<file path="src/hw/rtl/mcu_timer_port_registers_macros.svh">
// Assertion macros shared by the timer and port register window.
`ifndef MCU_TIMER_PORT_REGISTERS_MACROS_SVH
`define MCU_TIMER_PORT_REGISTERS_MACROS_SVH

// Same-cycle implication, checked outside reset.
`define MTPR_ASSERT_NOW(label, clk, rst, ante, cons, msg) \
  label: assert property (@(posedge clk) disable iff (rst) (ante) |-> (cons)) \
    else $error(msg);

// Next-cycle implication, checked outside reset.
`define MTPR_ASSERT_NEXT(label, clk, rst, ante, cons, msg) \
  label: assert property (@(posedge clk) disable iff (rst) (ante) |=> (cons)) \
    else $error(msg);

`endif

</file>
<file path="src/hw/rtl/mtpr_pkg.sv">
// Shared types and address codes for the timer and port register window.
package mtpr_pkg;

  // Access kind.
  localparam logic CMD_WRITE = 1'b1;

  // Register addresses with special behaviour.
  localparam logic [4:0] ADDR_PORT1   = 5'h02;
  localparam logic [4:0] ADDR_PORT2   = 5'h03;
  localparam logic [4:0] ADDR_STATUS  = 5'h08;
  localparam logic [4:0] ADDR_CNT_HI  = 5'h09;
  localparam logic [4:0] ADDR_CNT_LO  = 5'h0A;
  localparam logic [4:0] ADDR_CMP_HI  = 5'h0B;
  localparam logic [4:0] ADDR_CMP_LO  = 5'h0C;

  // Status register bits.
  localparam logic [7:0] STATUS_WR_MASK = 8'h1F;
  localparam logic [7:0] FLAG_OCF       = 8'h40;
  localparam logic [7:0] FLAG_TOF       = 8'h20;

  localparam int unsigned FILE_DEPTH = 32;

  typedef struct packed {
    logic        cmd;
    logic [4:0]  reg_addr;
    logic [7:0]  write_data;
    logic [15:0] counter_now;
    logic [7:0]  port_two_in;
  } req_t;

  typedef struct packed {
    logic [7:0]  read_data;
    logic        counter_load;
    logic [15:0] compare_value;
    logic [7:0]  column_select;
  } rsp_t;

  // Present state seen by the access decoder.
  typedef struct packed {
    logic [7:0]  rd_byte;
    logic [7:0]  status;
    logic [7:0]  port1;
    logic [7:0]  latch;
    logic [15:0] compare;
  } state_t;

  // Updates requested by the access decoder.
  typedef struct packed {
    logic        file_we;
    logic [4:0]  file_addr;
    logic [7:0]  file_data;
    logic        stat_we;
    logic [7:0]  stat_data;
    logic        latch_we;
    logic [7:0]  latch_data;
    logic        cmp_we;
    logic [15:0] cmp_data;
  } upd_t;

endpackage

</file>
<file path="src/hw/rtl/mtpr_req_if.sv">
// Request channel carrying one bus access.
interface mtpr_req_if;
  logic        valid;
  logic        ready;
  logic        cmd;
  logic [4:0]  reg_addr;
  logic [7:0]  write_data;
  logic [15:0] counter_now;
  logic [7:0]  port_two_in;

  modport source (output valid, cmd, reg_addr, write_data, counter_now, port_two_in,
                  input ready);
  modport sink (input valid, cmd, reg_addr, write_data, counter_now, port_two_in,
                output ready);
endinterface

</file>
<file path="src/hw/rtl/mtpr_rsp_if.sv">
// Result channel carrying the outcome of one bus access.
interface mtpr_rsp_if;
  logic        valid;
  logic        ready;
  logic [7:0]  read_data;
  logic        counter_load;
  logic [15:0] compare_value;
  logic [7:0]  column_select;

  modport source (output valid, read_data, counter_load, compare_value, column_select,
                  input ready);
  modport sink (input valid, read_data, counter_load, compare_value, column_select,
                output ready);
endinterface

</file>
<file path="src/hw/rtl/mcu_timer_port_registers.sv">
// Top level of the timer and port register window.
//
//   Channel  Direction  Moves
//   req      in         one bus access: cmd, reg_addr, write_data, counter_now, port_two_in
//   rsp      out        read_data, counter_load, compare_value, column_select
//
// A request is registered at the input, then decoded and applied to the register
// file as its result is registered, once the result register can take it; one
// request per cycle is sustained while rsp is ready. Reset clears the register
// file, the latch, the compare value and both stage valids.
// A stall on rsp holds the result; req stays ready while the input stage can move.
`include "mcu_timer_port_registers_macros.svh"

module mcu_timer_port_registers (
  input logic    clk,
  input logic    rst,
  mtpr_req_if.sink   req,
  mtpr_rsp_if.source rsp
);

  logic             in_valid;
  mtpr_pkg::req_t   in_q;
  logic             out_valid;
  mtpr_pkg::rsp_t   out_q;
  logic             advance;
  mtpr_pkg::state_t cur;
  mtpr_pkg::upd_t   upd;
  mtpr_pkg::rsp_t   rsp_next;
  logic             in_stall;
  logic             load_with_data;
  logic             cmp_write;
  logic             ocf_set;

  // Stage movement.
  assign advance   = in_valid && (!out_valid || rsp.ready);
  assign req.ready = !in_valid || advance;

  // Input register.
  always_ff @(posedge clk) begin
    if (rst) begin
      in_valid <= 1'b0;
    end else if (req.ready) begin
      in_valid <= req.valid;
    end
  end

  always_ff @(posedge clk) begin
    if (req.ready && req.valid) begin
      in_q <= '{cmd: req.cmd, reg_addr: req.reg_addr, write_data: req.write_data,
                counter_now: req.counter_now, port_two_in: req.port_two_in};
    end
  end

  mtpr_access u_access (
    .req (in_q),
    .cur (cur),
    .upd (upd),
    .rsp (rsp_next)
  );

  mtpr_regfile u_regfile (
    .clk     (clk),
    .rst     (rst),
    .we      (advance),
    .rd_addr (in_q.reg_addr),
    .upd     (upd),
    .cur     (cur)
  );

  // Result register.
  always_ff @(posedge clk) begin
    if (rst) begin
      out_valid <= 1'b0;
    end else if (advance) begin
      out_valid <= 1'b1;
    end else if (rsp.ready) begin
      out_valid <= 1'b0;
    end
  end

  always_ff @(posedge clk) begin
    if (advance) begin
      out_q <= rsp_next;
    end
  end

  assign rsp.valid         = out_valid;
  assign rsp.read_data     = out_q.read_data;
  assign rsp.counter_load  = out_q.counter_load;
  assign rsp.compare_value = out_q.compare_value;
  assign rsp.column_select = out_q.column_select;

  // Terms watched by the checks below.
  assign in_stall       = in_valid && !advance;
  assign load_with_data = out_q.counter_load && (out_q.read_data != 8'h00);
  assign cmp_write      = (in_q.cmd == mtpr_pkg::CMD_WRITE) &&
                          ((in_q.reg_addr == mtpr_pkg::ADDR_CMP_HI) ||
                           (in_q.reg_addr == mtpr_pkg::ADDR_CMP_LO));
  assign ocf_set        = |(cur.status & mtpr_pkg::FLAG_OCF);

  // A counter load only comes from a write, so no byte is returned with it.
  `MTPR_ASSERT_NOW(a_load_no_data, clk, rst, out_valid, !load_with_data, "counter load with read data")

  // A request held in the input stage keeps its contents until it moves on.
  `MTPR_ASSERT_NEXT(a_in_hold, clk, rst, in_stall, in_valid && $stable(in_q), "input stage lost a request")

  // A compare write leaves the output-compare flag clear.
  `MTPR_ASSERT_NEXT(a_ocf_clear, clk, rst, advance && cmp_write, !ocf_set, "compare write left flag set")

endmodule

</file>
<file path="src/hw/rtl/mtpr_access.sv">
// Access decoder: works out the result and the register updates for one request.
module mtpr_access (
  input  mtpr_pkg::req_t   req,
  input  mtpr_pkg::state_t cur,
  output mtpr_pkg::upd_t   upd,
  output mtpr_pkg::rsp_t   rsp
);

  logic [7:0] port1_next;

  // Decode the address and build the updates and the returned byte.
  always_comb begin
    upd                = '0;
    upd.file_addr      = req.reg_addr;
    upd.file_data      = req.write_data;
    upd.latch_data     = req.counter_now[7:0];
    upd.cmp_data       = cur.compare;
    upd.stat_data      = cur.status;
    rsp.read_data      = 8'h00;
    rsp.counter_load   = 1'b0;
    port1_next         = cur.port1;
    if (req.cmd == mtpr_pkg::CMD_WRITE) begin
      unique case (req.reg_addr)
        mtpr_pkg::ADDR_STATUS: begin
          upd.file_we   = 1'b1;
          upd.file_data = (cur.status & ~mtpr_pkg::STATUS_WR_MASK) |
                          (req.write_data & mtpr_pkg::STATUS_WR_MASK);
        end
        mtpr_pkg::ADDR_CNT_HI: begin
          rsp.counter_load = 1'b1;
        end
        mtpr_pkg::ADDR_CNT_LO: begin
          // Writes to the counter low byte have no effect.
        end
        mtpr_pkg::ADDR_CMP_HI: begin
          upd.file_we   = 1'b1;
          upd.stat_we   = 1'b1;
          upd.stat_data = cur.status & ~mtpr_pkg::FLAG_OCF;
          upd.cmp_we    = 1'b1;
          upd.cmp_data  = {req.write_data, cur.compare[7:0]};
        end
        mtpr_pkg::ADDR_CMP_LO: begin
          upd.file_we   = 1'b1;
          upd.stat_we   = 1'b1;
          upd.stat_data = cur.status & ~mtpr_pkg::FLAG_OCF;
          upd.cmp_we    = 1'b1;
          upd.cmp_data  = {cur.compare[15:8], req.write_data};
        end
        default: begin
          upd.file_we = 1'b1;
          if (req.reg_addr == mtpr_pkg::ADDR_PORT1) begin
            port1_next = req.write_data;
          end
        end
      endcase
    end else begin
      unique case (req.reg_addr)
        mtpr_pkg::ADDR_PORT2: begin
          rsp.read_data = req.port_two_in;
        end
        mtpr_pkg::ADDR_CNT_HI: begin
          // Reading the high byte clears the overflow flag and latches the low byte.
          upd.stat_we   = 1'b1;
          upd.stat_data = cur.status & ~mtpr_pkg::FLAG_TOF;
          upd.latch_we  = 1'b1;
          rsp.read_data = req.counter_now[15:8];
        end
        mtpr_pkg::ADDR_CNT_LO: begin
          rsp.read_data = cur.latch;
        end
        default: begin
          rsp.read_data = cur.rd_byte;
        end
      endcase
    end
    rsp.compare_value = upd.cmp_data;
    rsp.column_select = port1_next;
  end

endmodule

</file>
<file path="src/hw/rtl/mtpr_regfile.sv">
// Register window storage: 32 bytes, the counter low-byte latch and the compare value.
module mtpr_regfile (
  input  logic             clk,
  input  logic             rst,
  input  logic             we,
  input  logic [4:0]       rd_addr,
  input  mtpr_pkg::upd_t   upd,
  output mtpr_pkg::state_t cur
);

  logic [7:0]  mem [mtpr_pkg::FILE_DEPTH];
  logic [7:0]  latch;
  logic [15:0] compare;

  // Apply the updates of the request that is leaving the input stage.
  always_ff @(posedge clk) begin
    if (rst) begin
      for (int i = 0; i < mtpr_pkg::FILE_DEPTH; i++) begin
        mem[i] <= 8'h00;
      end
      latch   <= 8'h00;
      compare <= 16'h0000;
    end else if (we) begin
      if (upd.file_we) begin
        mem[upd.file_addr] <= upd.file_data;
      end
      if (upd.stat_we) begin
        mem[mtpr_pkg::ADDR_STATUS] <= upd.stat_data;
      end
      if (upd.latch_we) begin
        latch <= upd.latch_data;
      end
      if (upd.cmp_we) begin
        compare <= upd.cmp_data;
      end
    end
  end

  // Present state for the decoder.
  assign cur.rd_byte = mem[rd_addr];
  assign cur.status  = mem[mtpr_pkg::ADDR_STATUS];
  assign cur.port1   = mem[mtpr_pkg::ADDR_PORT1];
  assign cur.latch   = latch;
  assign cur.compare = compare;

endmodule

</file>
<file path="src/flat_wrapper.sv">
// flat-port wrapper written by rule: the top's interface ports become plain ports
module mcu_timer_port_registers_flat 
  (clk, rst, req_valid, req_cmd, req_reg_addr, req_write_data, req_counter_now, req_port_two_in, req_ready, rsp_valid, rsp_read_data, rsp_counter_load, rsp_compare_value, rsp_column_select, rsp_ready);
  mtpr_req_if req_i ();
  mtpr_rsp_if rsp_i ();
  input logic clk;
  input logic rst;
  input wire logic [$bits(req_i.valid)-1:0] req_valid;
  input wire logic [$bits(req_i.cmd)-1:0] req_cmd;
  input wire logic [$bits(req_i.reg_addr)-1:0] req_reg_addr;
  input wire logic [$bits(req_i.write_data)-1:0] req_write_data;
  input wire logic [$bits(req_i.counter_now)-1:0] req_counter_now;
  input wire logic [$bits(req_i.port_two_in)-1:0] req_port_two_in;
  output wire logic [$bits(req_i.ready)-1:0] req_ready;
  output wire logic [$bits(rsp_i.valid)-1:0] rsp_valid;
  output wire logic [$bits(rsp_i.read_data)-1:0] rsp_read_data;
  output wire logic [$bits(rsp_i.counter_load)-1:0] rsp_counter_load;
  output wire logic [$bits(rsp_i.compare_value)-1:0] rsp_compare_value;
  output wire logic [$bits(rsp_i.column_select)-1:0] rsp_column_select;
  input wire logic [$bits(rsp_i.ready)-1:0] rsp_ready;
  assign req_i.valid = req_valid;
  assign req_i.cmd = req_cmd;
  assign req_i.reg_addr = req_reg_addr;
  assign req_i.write_data = req_write_data;
  assign req_i.counter_now = req_counter_now;
  assign req_i.port_two_in = req_port_two_in;
  assign req_ready = req_i.ready;
  assign rsp_valid = rsp_i.valid;
  assign rsp_read_data = rsp_i.read_data;
  assign rsp_counter_load = rsp_i.counter_load;
  assign rsp_compare_value = rsp_i.compare_value;
  assign rsp_column_select = rsp_i.column_select;
  assign rsp_i.ready = rsp_ready;
  mcu_timer_port_registers u_core (.clk(clk), .rst(rst), .req(req_i), .rsp(rsp_i));
endmodule
</file>
<file path="config.mk">
export PLATFORM = sky130hd
export DESIGN_NAME = mcu_timer_port_registers_flat
export DESIGN_NICKNAME = d
export VERILOG_FILES = /design/src/hw/rtl/mtpr_pkg.sv /design/src/hw/rtl/mtpr_req_if.sv /design/src/hw/rtl/mtpr_rsp_if.sv /design/src/hw/rtl/mcu_timer_port_registers.sv /design/src/hw/rtl/mtpr_access.sv /design/src/hw/rtl/mtpr_regfile.sv /design/src/flat_wrapper.sv
export VERILOG_INCLUDE_DIRS = /design/src /design/src/hw/rtl
export SDC_FILE = /design/constraint.sdc
export NUM_CORES = 1
export LEC_CHECK = 0
export ABC_AREA = 1
export ABC_CLOCK_PERIOD_IN_PS = 6170
export BUFFER_PORTS_ARGS = -buffer_cell sky130_fd_sc_hd__buf_2
export CORE_MARGIN = 2
export CORE_UTILIZATION = 59
export CTS_BUF_LIST = sky130_fd_sc_hd__clkbuf_4 sky130_fd_sc_hd__clkbuf_8
export CTS_CLUSTER_SIZE = 12
export DETAILED_ROUTE_END_ITERATION = 10
export HOLD_SLACK_MARGIN = 0.08
export PLACE_DENSITY = 0.77
export SLEW_MARGIN = 20
export SYNTH_ARGS = -nofsm -noshare
export SYNTH_HDL_FRONTEND = slang
export SYNTH_HIERARCHICAL = 1
export SYNTH_SLANG_ARGS = --single-unit
</file>
<file path="constraint.sdc">
create_clock -name clk -period 6.17 [get_ports clk]
set_input_delay 0.9255 -clock clk [delete_from_list [all_inputs] [get_ports clk]]
set_output_delay 0.9255 -clock clk [all_outputs]
set_load 0.02 [all_outputs]
</file>
==> impl_metrics.prom <==
# TYPE chip_impl_metric gauge
chip_impl_metric{name="rows",unit=""} 60
chip_impl_metric{name="cts_hold_repair.buffers",unit=""} 0
chip_impl_metric{name="drt_first_iter_violations",unit=""} 1644
chip_impl_metric{name="detail-route-antenna-nets",unit=""} 0
chip_impl_metric{name="tns",unit="ns"} 0
chip_impl_metric{name="grt_start_max_net_pins",unit=""} 129
chip_impl_metric{name="cp_max_fo",unit=""} 27
chip_impl_metric{name="multi_input_area",unit="sq um"} 4940
chip_impl_info{name="timing.critical_path.cells",value="nor2_4 -> nand2_4 -> clkinv_2 -> a21oi_1 -> o21ai_0 -> nand2_1 -> nor2_2 -> nand2_2 -> nand2_1 -> nor3_4 -> nand2_2 -> nand2_1"} 1
chip_impl_info{name="cp_top_family",value="simple AND/OR/NAND/NOR gates"} 1
chip_impl_metric{name="synth_cell_type_count",unit=""} 31
chip_impl_metric{name="die_area",unit="sq um"} 28700
chip_impl_metric{name="clk_pin_slew",unit="ns"} 0.06
chip_impl_metric{name="fin_crit_sh",unit="%"} 61.2
chip_impl_metric{name="pwr_density_cell",unit="nW/um^2"} 295
chip_impl_metric{name="synthesis.nets",unit=""} 1708
chip_impl_metric{name="max_clock_freq",unit="MHz"} 265
chip_impl_metric{name="hold_viol",unit=""} 0
chip_impl_metric{name="timing_max_transition_violations_final",unit=""} 0
chip_impl_metric{name="cts-buffers-inserted",unit=""} 55
chip_impl_metric{name="critical_path.max_stage_delay",unit="ns"} 0.74
chip_impl_metric{name="vdd_ir_drop_max",unit="uV"} 163
chip_impl_metric{name="ys_async_sr_fraction",unit="%"} 0
chip_impl_info{name="dominantRegCellSynth",value="edfxtp_1"} 1
chip_impl_metric{name="initial_core_util",unit="%"} 60.1
chip_impl_metric{name="antenna_violations_before_repair",unit=""} 0
chip_impl_metric{name="number_of_warning_messages_in_the_yosys_log",unit=""} 6
chip_impl_metric{name="timing_worst_slew_pin_value",unit="ns"} 1.08
chip_impl_metric{name="post_synth_instance_area",unit="sq um"} 16100
chip_impl_metric{name="placedInstanceArea",unit="sq um"} 16300
chip_impl_info{name="outcome",value="finished, final reports clean"} 1
chip_impl_metric{name="via_count",unit=""} 12000
chip_impl_metric{name="normalized_max_slew_margin",unit="%"} 27.5
chip_impl_metric{name="fillerInstances",unit=""} 2053
chip_impl_metric{name="fin_worst_skew",unit="ns"} 0.0366
chip_impl_metric{name="grt_pass1_wl",unit="mm"} 59.1
chip_impl_metric{name="avgSynthCellArea",unit="sq um"} 9.69
chip_impl_metric{name="routed_wire_length_per_instance",unit="um"} 18.7
chip_impl_metric{name="ys_ff_latch",unit=""} 353
chip_impl_metric{name="drc_errors",unit=""} 0
chip_impl_info{name="crit_type",value="flip-flop to flip-flop"} 1
chip_impl_info{name="mostFrequentLayoutCells",value="nand2_1 (440), edfxtp_1 (327), nor2_1 (320)"} 1
chip_impl_info{name="critical_path.most_common_cell",value="nand2_1"} 1
chip_impl_metric{name="number_of_global_route_vias_before_repair",unit=""} 11200
chip_impl_info{name="critPathLaunchType",value="flip-flop"} 1
chip_impl_metric{name="vias_per_cell",unit=""} 5.82
chip_impl_metric{name="final_cells",unit=""} 2055
chip_impl_info{name="grt_setup_unrepaired",value="false"} 1
chip_impl_metric{name="drtPass1Iterations",unit=""} 7
chip_impl_metric{name="globalRouteTotalUtil",unit="%"} 26.7
chip_impl_metric{name="total_power",unit="mW"} 5.17
chip_impl_metric{name="gp_routability_congestion",unit=""} 0.919
chip_impl_metric{name="setup_viol_count_final",unit=""} 0
chip_impl_metric{name="die_y",unit="um"} 169
chip_impl_metric{name="power_leakage",unit="nW"} 7.14
chip_impl_metric{name="drt-total-wl",unit="mm"} 38.4
chip_impl_metric{name="design.core.area",unit="sq um"} 26900
chip_impl_info{name="timing.hold.worst.class",value="flip-flop to flip-flop"} 1
chip_impl_metric{name="n_antenna_cell",unit=""} 0
chip_impl_metric{name="cts_repair_resizes",unit=""} 0
chip_impl_metric{name="worstPathRequired",unit="ns"} 6.42
chip_impl_info{name="clock_tree.root_cell",value="clkbuf_8"} 1
chip_impl_metric{name="critical_path.n_buffers_inverters",unit=""} 1
chip_impl_info{name="layout_commonest_cell",value="nand2_1"} 1
chip_impl_metric{name="finish.instance_area",unit="sq um"} 17500
chip_impl_metric{name="max-clock-path-buffers",unit=""} 3
chip_impl_metric{name="die_width",unit="um"} 169
chip_impl_metric{name="post-dp-hpwl",unit="mm"} 23.3
chip_impl_metric{name="sequential_cell_area_fraction_in_the_yosys_report",unit="%"} 64.0
chip_impl_info{name="cp-end-kind",value="flip-flop"} 1
chip_impl_metric{name="synth_enable_flop_cells",unit=""} 327
chip_impl_metric{name="number_of_instances_in_the_synthesized_netlist",unit=""} 1666
chip_impl_metric{name="timing.max_cap.violations",unit=""} 0
chip_impl_metric{name="io_buffers",unit=""} 76
chip_impl_info{name="critPathSlowestCell",value="nor3_4"} 1
chip_impl_metric{name="final_layout_size_suffix_gt1_share",unit="%"} 14.7
chip_impl_metric{name="final_net_count",unit=""} 1715
chip_impl_metric{name="top_level_ports",unit=""} 77
chip_impl_metric{name="clock_tree.htree_level_count",unit=""} 2
chip_impl_metric{name="arrival",unit="ns"} 4.03
chip_impl_metric{name="dp_cells",unit=""} 1957
chip_impl_metric{name="clkLatencyLatePin",unit="ns"} 0.61
chip_impl_metric{name="layout-area-overhead-vs-synth",unit="%"} 8.58
chip_impl_metric{name="area.sequential",unit="sq um"} 10300
chip_impl_metric{name="cts_post_setup_buffers_inserted",unit=""} 0
chip_impl_info{name="tritoncts",value="yes"} 1
chip_impl_metric{name="timing.final.crit_period",unit="ns"} 3.78
chip_impl_metric{name="tritoncts_num_sinks",unit=""} 353
chip_impl_metric{name="globalRouteOverflowTotal",unit=""} 0
## synthesized netlist by cell type (2+ instances only)
| library cell | count | area (sq um) |
|---|---|---|
| a21oi_1 | 6 | 30.0 |
| buf_1 | 12 | 45.0 |
| buf_2 | 4 | 20.0 |
| buf_4 | 42 | 315 |
| buf_6 | 2 | 22.5 |
| clkbuf_1 | 75 | 282 |
| dfxtp_1 | 26 | 521 |
| edfxtp_1 | 327 | 9820 |
| inv_1 | 44 | 165 |
| inv_2 | 7 | 26.3 |
| nand2_1 | 440 | 1650 |
| nand2_2 | 32 | 200 |
| nand2_4 | 2 | 22.5 |
| nand3_1 | 211 | 1060 |
| nand3_4 | 2 | 35.0 |
| nand4_1 | 25 | 156 |
| nor2_1 | 320 | 1200 |
| nor2_2 | 4 | 25.0 |
| nor2_4 | 2 | 22.5 |
| nor3_1 | 8 | 40.0 |
| nor3_4 | 3 | 48.8 |
| o21ai_0 | 33 | 165 |
| o21ai_1 | 25 | 125 |
| o31ai_2 | 7 | 87.6 |
## cells by family (layout without fill, tap and decap cells)
logic type,count (synthesis),in the layout,synth area share [%]
simple gates,1052,1052,27.8
buf+inv,187,235,5.46
flops,353,353,64.0
compound gates,74,74,2.68
## metal layers
layer	wire, um	GRT usage [%]	part of all wire (%)
met5	0	0	0
met4	1390	11.1	3.6
met3	4020	4.36	10
met2	18000	43.2	47
met1	15000	36.4	39
## area by class of cell
type,instances,share of cell area [%]
Clock inverter,19,0.978
Tap cell,341,2.43
Timing Repair Buffer,85,2.58
Inverter,52,1.13
Multi-Input combinational cell,1126,28.2
Clock buffer,79,5.74
Sequential cell,353,59.0
## flip-flops by register name (all words and copies together), names as in the netlist
signal                    count
u_core/in_q                  38
u_core/in_valid               1
u_core/rsp.column_select      8
u_core/rsp.compare_value     16
u_core/rsp.counter_load       1
u_core/rsp.read_data          8
u_core/rsp.valid              1
u_core/u_regfile/compare     16
u_core/u_regfile/latch        8
u_core/u_regfile/mem        256
## worst register-to-register path: stages (launching register included)
cell      delay [ns]
edfxtp_1        0.73
nor2_4          0.28
nand2_4         0.15
clkinv_2        0.11
a21oi_1         0.18
o21ai_0         0.10
nand2_1         0.12
nor2_2          0.10
nand2_2         0.08
nand2_1         0.19
nor3_4          0.74
nand2_2         0.29
nand2_1         0.36
## per-stage QoR
step                      hold slack (ns)  worst slack [ns]  util, %
after floorplan                     0.451              1.72        -
after CTS                           0.465              2.44     65.2
after global routing                0.475              2.12     65.2
after global placement              0.460              2.47     60.8
final                               0.485              2.39     65.2
after detailed placement            0.472              2.37     60.8
## worst paths after layout
check                                            start  slack, ns  depth (start not counted)                                        end
max                          u_core/in_q[36]$_DFFE_PP_       2.39                         12  u_core/u_regfile/mem[27][7]$_SDFFCE_PN0P_
min          u_core/u_regfile/compare[12]$_SDFFE_PP0P_       0.48                          2  u_core/u_regfile/compare[12]$_SDFFE_PP0P_
max reg2reg                  u_core/in_q[36]$_DFFE_PP_       2.39                         12  u_core/u_regfile/mem[27][7]$_SDFFCE_PN0P_
min reg2reg  u_core/u_regfile/compare[12]$_SDFFE_PP0P_       0.48                          2  u_core/u_regfile/compare[12]$_SDFFE_PP0P_
## report_power, final
part	switching (mW)	internal, mW	total [mW]
clock	0.875	1.17	2.05
combinational	0.305	0.0912	0.396
sequential	0.0319	2.70	2.73
total	1.21	3.96	5.17
No activity file was read; power rests on OpenSTA's default activity.
